===== src/rtl/mlt_pkg.sv =====
`default_nettype none
package mlt_pkg;

  // command codes of an input word
  typedef enum logic [2:0] {
    CMD_TICK        = 3'd0,
    CMD_LEARN       = 3'd1,
    CMD_LOOKUP      = 3'd2,
    CMD_ADD_STATIC  = 3'd3,
    CMD_REMOVE      = 3'd4,
    CMD_REMOVE_PORT = 3'd5,
    CMD_FLUSH_DYN   = 3'd6,
    CMD_AGING_MODE  = 3'd7
  } cmd_t;

  // result status codes
  localparam logic [1:0] ST_OK   = 2'd0;
  localparam logic [1:0] ST_FULL = 2'd1;
  localparam logic [1:0] ST_MISS = 2'd2;

  // configuration register indexes
  localparam logic [1:0] CFG_TABLE_LIMIT = 2'd0;
  localparam logic [1:0] CFG_NORMAL_AGE  = 2'd1;
  localparam logic [1:0] CFG_FAST_AGE    = 2'd2;

  // reset values of the configuration registers
  localparam logic [10:0] RST_TABLE_LIMIT = 11'd1024;
  localparam logic [15:0] RST_NORMAL_AGE  = 16'd300;
  localparam logic [15:0] RST_FAST_AGE    = 16'd5;

  // controller to datapath commands
  typedef struct packed {
    logic clr;       // clearing pass, invalidate at sweep address
    logic accept;    // take the input word
    logic rd;        // scan read at sweep address
    logic evict;     // drop oldest dynamic entry if the table is full
    logic commit;    // final table update and result
    logic load_out;  // move result into the output register
  } ctl_cmd_t;

  // datapath to controller status
  typedef struct packed {
    logic addr_last;   // sweep address at last entry
    logic needs_scan;  // input command walks the table
    logic out_free;    // output register can take a word
  } ctl_sts_t;

endpackage
`default_nettype wire


===== src/rtl/mlt_ctrl.sv =====
`default_nettype none
module mlt_ctrl (
  input  wire                  clk,
  input  wire                  rst_n,
  input  wire                  in_valid,
  output logic                 in_stall,
  input  wire mlt_pkg::ctl_sts_t sts,
  output mlt_pkg::ctl_cmd_t    cmd
);

  typedef enum logic [6:0] {
    S_CLEAR  = 7'b0000001,
    S_IDLE   = 7'b0000010,
    S_SCAN   = 7'b0000100,
    S_DRAIN  = 7'b0001000,
    S_EVICT  = 7'b0010000,
    S_COMMIT = 7'b0100000,
    S_OUT    = 7'b1000000
  } state_t;

  state_t state_r, state_nxt;

  always_ff @(posedge clk) begin
    if (!rst_n) state_r <= S_CLEAR;
    else        state_r <= state_nxt;
  end

  assign in_stall = (state_r != S_IDLE);

  // next state and commands
  always_comb begin
    state_nxt = state_r;
    cmd       = '0;
    unique case (state_r)
      S_CLEAR: begin
        cmd.clr = 1'b1;
        if (sts.addr_last) state_nxt = S_IDLE;
      end
      S_IDLE: begin
        if (in_valid) begin
          cmd.accept = 1'b1;
          state_nxt  = sts.needs_scan ? S_SCAN : S_OUT;
        end
      end
      S_SCAN: begin
        cmd.rd = 1'b1;
        if (sts.addr_last) state_nxt = S_DRAIN;
      end
      S_DRAIN: state_nxt = S_EVICT;
      S_EVICT: begin
        cmd.evict = 1'b1;
        state_nxt = S_COMMIT;
      end
      S_COMMIT: begin
        cmd.commit = 1'b1;
        state_nxt  = S_OUT;
      end
      S_OUT: begin
        if (sts.out_free) begin
          cmd.load_out = 1'b1;
          state_nxt    = S_IDLE;
        end
      end
      default: state_nxt = S_CLEAR;
    endcase
  end

endmodule
`default_nettype wire


===== config.mk =====
export PLATFORM = sky130hd
export DESIGN_NAME = mlt_ctrl
export DESIGN_NICKNAME = d
export VERILOG_FILES = /design/src/rtl/mlt_pkg.sv /design/src/rtl/mlt_ctrl.sv
export SDC_FILE = /design/constraint.sdc
export NUM_CORES = 1
export LEC_CHECK = 0
export ABC_AREA = 1
export BUFFER_PORTS_ARGS = -buffer_cell sky130_fd_sc_hd__buf_2
export CORE_AREA = 8 8 45 47
export CTS_CLUSTER_DIAMETER = 120
export DETAILED_ROUTE_END_ITERATION = 10
export DIE_AREA = 0 0 53 55
export GPL_TIMING_DRIVEN = 0
export PLACE_DENSITY = 0.68
export SYNTH_ARGS = -nofsm -noshare
export SYNTH_HDL_FRONTEND = slang
export SYNTH_SLANG_ARGS = --single-unit

===== constraint.sdc =====
create_clock -name clk -period 1.5 [get_ports clk]
set_clock_uncertainty 0.2 [all_clocks]
set_input_delay 0.225 -clock clk [delete_from_list [all_inputs] [get_ports clk]]
set_output_delay 0.225 -clock clk [all_outputs]
set_load 0.05 [all_outputs]

==> metrics.txt, run 1 <==
worst-case hold slack=roughly 0.028 ns; syn nets=78; startpoint types=register; Min Clock Period, post-route=~1.7 ns; largest net degree at the start of global routing=6; Crit-path slowest cell=dfxtp_2; Worst Path Arrival=~1.3 ns; R2R Path Start=state_r[5]; DPL Wire Length=~860 um; CP Cell Sequence=inv_2 > nand2_4 > nor2_4 > nand3_2 > clkinvlp_4 > buf_8; Total GRT Usage=between 10% and 20%; CTS tree=built; Avg Inst Size Synth=~6.7 um2; CTS Buf Count=3; Register-to-Register Path Depth=11; # H-tree levels=1; hold path startpoint=sts[1]; Placed Instances=100; post-synthesis sequential element count=7; HP Class=in -> reg; Post-Synthesis Cells=slightly above 70; largest area contributor in the netlist=dfxtp_1; vias=558; antenna-violating nets left=0; Largest regs=state_r (7); Yosys top cell area share=slightly below 30%; DR iter-0 viols=10; max reg flops=7; Slew @ Worst Pin=around 0.24 ns; RSZ-0062 raised after global routing=yes; FF-to-FF End=state_r[1]; Layout Utilization=58.95%; fmax=slightly below 600 MHz; max_cap viols=0; critical path class=reg -> out; synth top area cells=dfxtp_1 (29%), nand2_2 (9.1%), inv_1 (7.8%); status=finished with violations; DR DRC count=0; Worst Hold Endpoint=state_r[2]; n_diodes=0; io pins=13; Fin. Hold Viols=0; Pleak=~0.0004 uW; row cnt=14; post-synth cell types=17; Cell Pwr Density=around 910 mW/mm2; overall power=about 740 uW; Crit. End Element=primary output; failing checks=negative setup slack; routability congestion estimate=roughly 0.81; DIE AREA=roughly 0.003 mm2; Worst-path clk slew=0.06 ns; Detailed Routing Iterations Pass 1=4; top fanout value on the critical path=4; r2r setup slk=-0.03 ns; Max Slew Vio Count=0; Filler cells=roughly 130; post-synthesis sequential area ratio=between 20% and 30%; Final nets=108; IO Port Bufs=12; vias in the first global route=about 550; WL per Instance=roughly 12 um; Die X=53 um; post-route clock period utilization=114.1%; Critical Path Max Stage Delay=approximately 0.35 ns; final worst setup slack=-0.2111 ns; share of layout cells above drive strength 1=about 66%; VDD IR-drop max=391.3 uV; WL final=around 1400 um; drt via density=between 4 and 5; Starting Density=roughly a third; most flop-heavy register=state_r; Placeable Area=0.001384 mm2; die height=55 um; Rel. slew slack=83.89%; Yosys warning count=0; clock sink count=7; antenna violations before repair=0; Layout Area Growth over Synthesis=70.23%; Critical Path RT=between 1 and 1.5 ns; Root Driver=clkbuf_4; final setup vio count=9; GRT overflow=0; Clock Latency Late Sink=~0.26 ns; maximum clock insertion buffer count=2; Final Non-Filler Cells=between 100 and 150; first-pass GRT wire length=about 2100 um; WHS Path Cells=3; Syn Std Cell Area=479.2 um2
## critical path: cells and delay by family (launching register included)
family                 cells  cell delay (ns)
buffers and inverters      3             0.34
and+or+nand+nor            3             0.35
DFF                        1             0.35
## where the power goes
| group | leakage, uW | internal [uW] | switching (uW) | total [uW] |
|---|---|---|---|---|
| Clock | 0.0000150 | 102 | 73.3 | 175 |
| Sequential | 0.0000590 | 203 | 10.6 | 214 |
| Combinational | 0.000319 | 140 | 215 | 356 |
| Total | 0.000393 | 445 | 299 | 745 |
## layer usage
layer | vias to the layer above | GRT usage (%) | wire length, um
li1 | 275 | - | -
met1 | 257 | 9.893 | 589
met2 | 19 | 17.19 | 722
met3 | 7 | 2.941 | 66
met4 | 0 | 9.052 | 57
met5 | - | 0 | 0
## layout make-up
class	instances	area [um2]	share of cell area [%]
clock buffers	4	26.28	3.221
repair buffers	25	224.0	27.45
flip-flops and latches	7	147.6	18.10
well taps	16	20.02	2.454
inverters	18	71.32	8.742
multi-input cells	47	326.6	40.03
## timing repair
action | in CTS | in global routing
endpoints found under the hold margin | 1 | 0
pin swaps | 10 | 9
setup endpoints to repair | 7 | 13
buffers inserted | 10 | 4
gates resized for setup | 28 | 7
hold buffers | 1 | 0
## cell families after synthesis
logic type | synth area share, %
buf+inv | 14.10
compound gates | 6.004
simple gates | 50.65
flops | 29.24
## per-stage QoR
step           setup TNS [ns]  setup slack [ns]  area, um2
2_1_floorplan        -0.07970          -0.07970      505.5
3_3_place_gp         -0.07059          -0.05506      585.6
3_5_place_dp         -0.09970          -0.05470      585.6
4_1_cts                -1.179           -0.1788      778.2
5_1_grt                -2.041           -0.2659      815.8
6_report               -1.154           -0.2111      815.8
## Yosys cell counts, drive strengths merged
library cell   n
nand3          5
a21oi          2
nand2         20
nor2          13
nor3           1
inv           18
dfxtp          7
o21ai          3
nand4          3
## how the worst max path moves through the flow
stage / startpoint / end / slack, ns
6_report: state_r[2] / cmd[1] / -0.21
5_1_grt: state_r[3] / cmd[1] / -0.27
4_1_cts: state_r[5] / cmd[4] / -0.18
3_5_place_dp: state_r[2] / cmd[1] / -0.05
3_3_place_gp: state_r[2] / cmd[1] / -0.06
2_1_floorplan: state_r[5] / state_r[2] / -0.08
## cell usage in the layout (no fill, tap or decap), types with 4 or more instances in the layout
master | Yosys | layout
inv_1 | 10 | 7
nand2_1 | 10 | 8
buf_8 | 0 | 4
dfxtp_2 | 0 | 6
buf_4 | 0 | 9
nor2_4 | 2 | 5
nand2_4 | 3 | 8
inv_2 | 8 | 10
buf_6 | 0 | 5
nor2_1 | 7 | 5
nand2_2 | 7 | 4
buf_2 | 0 | 6
Power figures use the tool's default switching activity.
==> run 2: changes to the inputs <==
==> constraint.sdc (replaced) <==
create_clock -name clk -period 1.5 [get_ports clk]
set_clock_uncertainty 0.2 [all_clocks]
set_input_delay 0.075 -clock clk [delete_from_list [all_inputs] [get_ports clk]]
set_output_delay 0.075 -clock clk [all_outputs]
set_load 0.05 [all_outputs]
==> run 2 against run 1 <==
- the run still ends with negative setup slack left
- first-iteration DRC count decreased by 10%
- power decreased by 4.1%
- setup slack improved by 0.17 ns
- wire length decreased by 3.7%
- global-route usage decreased by 0.33 points
- combinational power decreased by 10%
- final cell count decreased by 0.85%
- count of clock-buffer cells in the layout unchanged
- design area decreased by 3.1%
- critical endpoint is now cmd[4]
==> metrics.txt, run 2 (same netlist as run 1, synthesis figures left out) <==
final worst setup slack=-0.04439 ns (+0.1667 ns); n_diodes=0 (unchanged); Detailed Routing Iterations Pass 1=5 (+1); Clock Latency Late Sink=0.26 ns (about the same); first-pass GRT wire length=2118 um (-0.98%); WL per Instance=11.92 um (-2.9%); VDD IR-drop max=485.8 uV (+24%); P_sw=288.4 uW (-3.7%); critical path class=reg -> out; Starting Density=34.63% (unchanged); CTS tree=built; share of layout cells above drive strength 1=61.00% (-5.3 points); Final nets=107 (-0.93%); HP Class=in -> reg; internal power=426.1 uW (-4.3%); Rel. slew slack=85.47% (+1.6 points); Fin. Hold Viols=0 (unchanged); Pleak=0.0003843 uW (-2.1%); Min Clock Period, post-route=1.544 ns (-0.1667 ns); row cnt=14 (unchanged); Layout Area Growth over Synthesis=65.01%; antenna-violating nets left=0 (unchanged); Filler cells=122 (-2.4%); failing checks=negative setup slack; Worst Path Arrival=1.27 ns (-0.02 ns); Worst-path clk slew=0.05 ns (about the same); Crit. End Element=primary output; CTS Buf Count=3 (unchanged); most flop-heavy register=state_r; max reg flops=7 (unchanged); Gate power share=44.7% (-3.1 points); RSZ-0062 raised after global routing=yes; vias in the first global route=526 (-3.5%); Root Driver=clkbuf_4; vias=565 (+1.3%); status=finished with violations; post-route clock period utilization=103.0% (-11 points); final setup vio count=6 (-3); io pins=13 (unchanged); IO Port Bufs=12 (unchanged); startpoint types=register; Slew @ Worst Pin=0.2174 ns (-0.02238 ns); largest net degree at the start of global routing=6 (unchanged); die height=55 um (unchanged); Largest regs=state_r (7); Critical Path RT=1.22 ns (+0.15 ns); Max Slew Vio Count=0 (unchanged); sw frac=40.36% (+0.15 points); drt via density=4.871 (+2.1%); worst-case hold slack=0.04651 ns (+0.01841 ns); DR iter-0 viols=9 (-1); Total GRT Usage=9.781% (-0.33 points); # H-tree levels=1 (unchanged); routability congestion estimate=0.7679 (-5.3%); max_cap viols=0 (unchanged); Cell Pwr Density=903.6 mW/mm2 (-1.0%); DR DRC count=0 (unchanged); DPL Wire Length=918.2 um (+6.2%); antenna violations before repair=0 (unchanged); overall power=714.5 uW (-4.1%); maximum clock insertion buffer count=2 (unchanged); clock power share=25.4% (+1.9 points); pre-CTS setup slack=0.06834 ns (+0.1230 ns); WL final=1383 um (-3.7%); GRT overflow=0 (unchanged); clock sink count=7 (unchanged); most frequent cells in the layout=inv_2 (10), nand2_1 (9), inv_1 (7), buf_4 (7); DIE AREA=0.002915 mm2 (unchanged); most common cell after layout, fill and taps aside=inv_2; Die X=53 um (unchanged); fmax=647.5 MHz (+11%); top fanout value on the critical path=5 (+1); Placeable Area=0.001384 mm2 (unchanged); Seq pwr share=29.9% (+1.2 points)
[run 2: changes by cell type in the layout (fill, tap and decap cells not counted), moves of 2 or more]
cell           delta
buf_8             -2
dlygate4sd3_1     +3
nand2_4           -2
buf_4             -2
[run 2: power groups by stage]
stage	Clock (uW)	Sequential, uW	Combinational (uW)
after floorplan	0	212	200
after global placement	0	214	241
after detailed placement	0	214	247
after CTS	177	213	303
after global routing	194	216	347
final	182	213	320
[run 2: worst paths after layout]
| check | start | to | slack, ns | cells past startpoint |
|---|---|---|---|---|
| worst max-delay path | state_r[5] | cmd[4] | -0.04 | 6 |
| worst min-delay path | in_valid | state_r[2] | 0.05 | 5 |
| worst max register to register | state_r[5] | state_r[2] | 0.03 | 10 |
| worst min register to register | state_r[2] | state_r[2] | 0.28 | 2 |
[run 2: worst max-delay path: stages (launching register included)]
cell and delay [ns]:
dfxtp_2 0.32, inv_2 0.07, nand2_4 0.06, nor2_4 0.21, nand2_4 0.10, nor2_4 0.10
buf_6 0.16
[run 2: through the flow]
stage | utilization, % | cells | instance area [um2] | TNS (ns)
final | 57.14 | 116 | 790.8 | -0.1669
after detailed placement | 42.04 | 100 | 581.8 | 0
after floorplan | - | 72 | 501.7 | -0.07962
after CTS | 53.35 | 113 | 738.2 | -0.04152
after global placement | 42.04 | 100 | 581.8 | 0
after global routing | 57.14 | 116 | 790.8 | -0.6292
[run 2: repair_timing]
item	in CTS	in global routing
endpoints found under the hold margin	6	0
resized for setup	19	10
pin swaps	8	8
buffers inserted	5	3
hold buffers	4	0
endpoints found under the setup margin	7	11
[run 2: layout make-up]
cell class | instances | area (um2) | share of cell area [%]
clock buffers | 4 | 26.28 | 3.323
repair buffers | 24 | 215.2 | 27.22
multi-input cells | 47 | 311.5 | 39.40
well taps | 16 | 20.02 | 2.532
inverters | 18 | 71.32 | 9.019
flip-flops and latches | 7 | 146.4 | 18.51
[run 2: routing by layer]
layer	global-route usage (%)	routed length (um)
met4	7.328	45
met3	2.674	93
met2	17.58	728
met5	0	0
met1	9.422	515
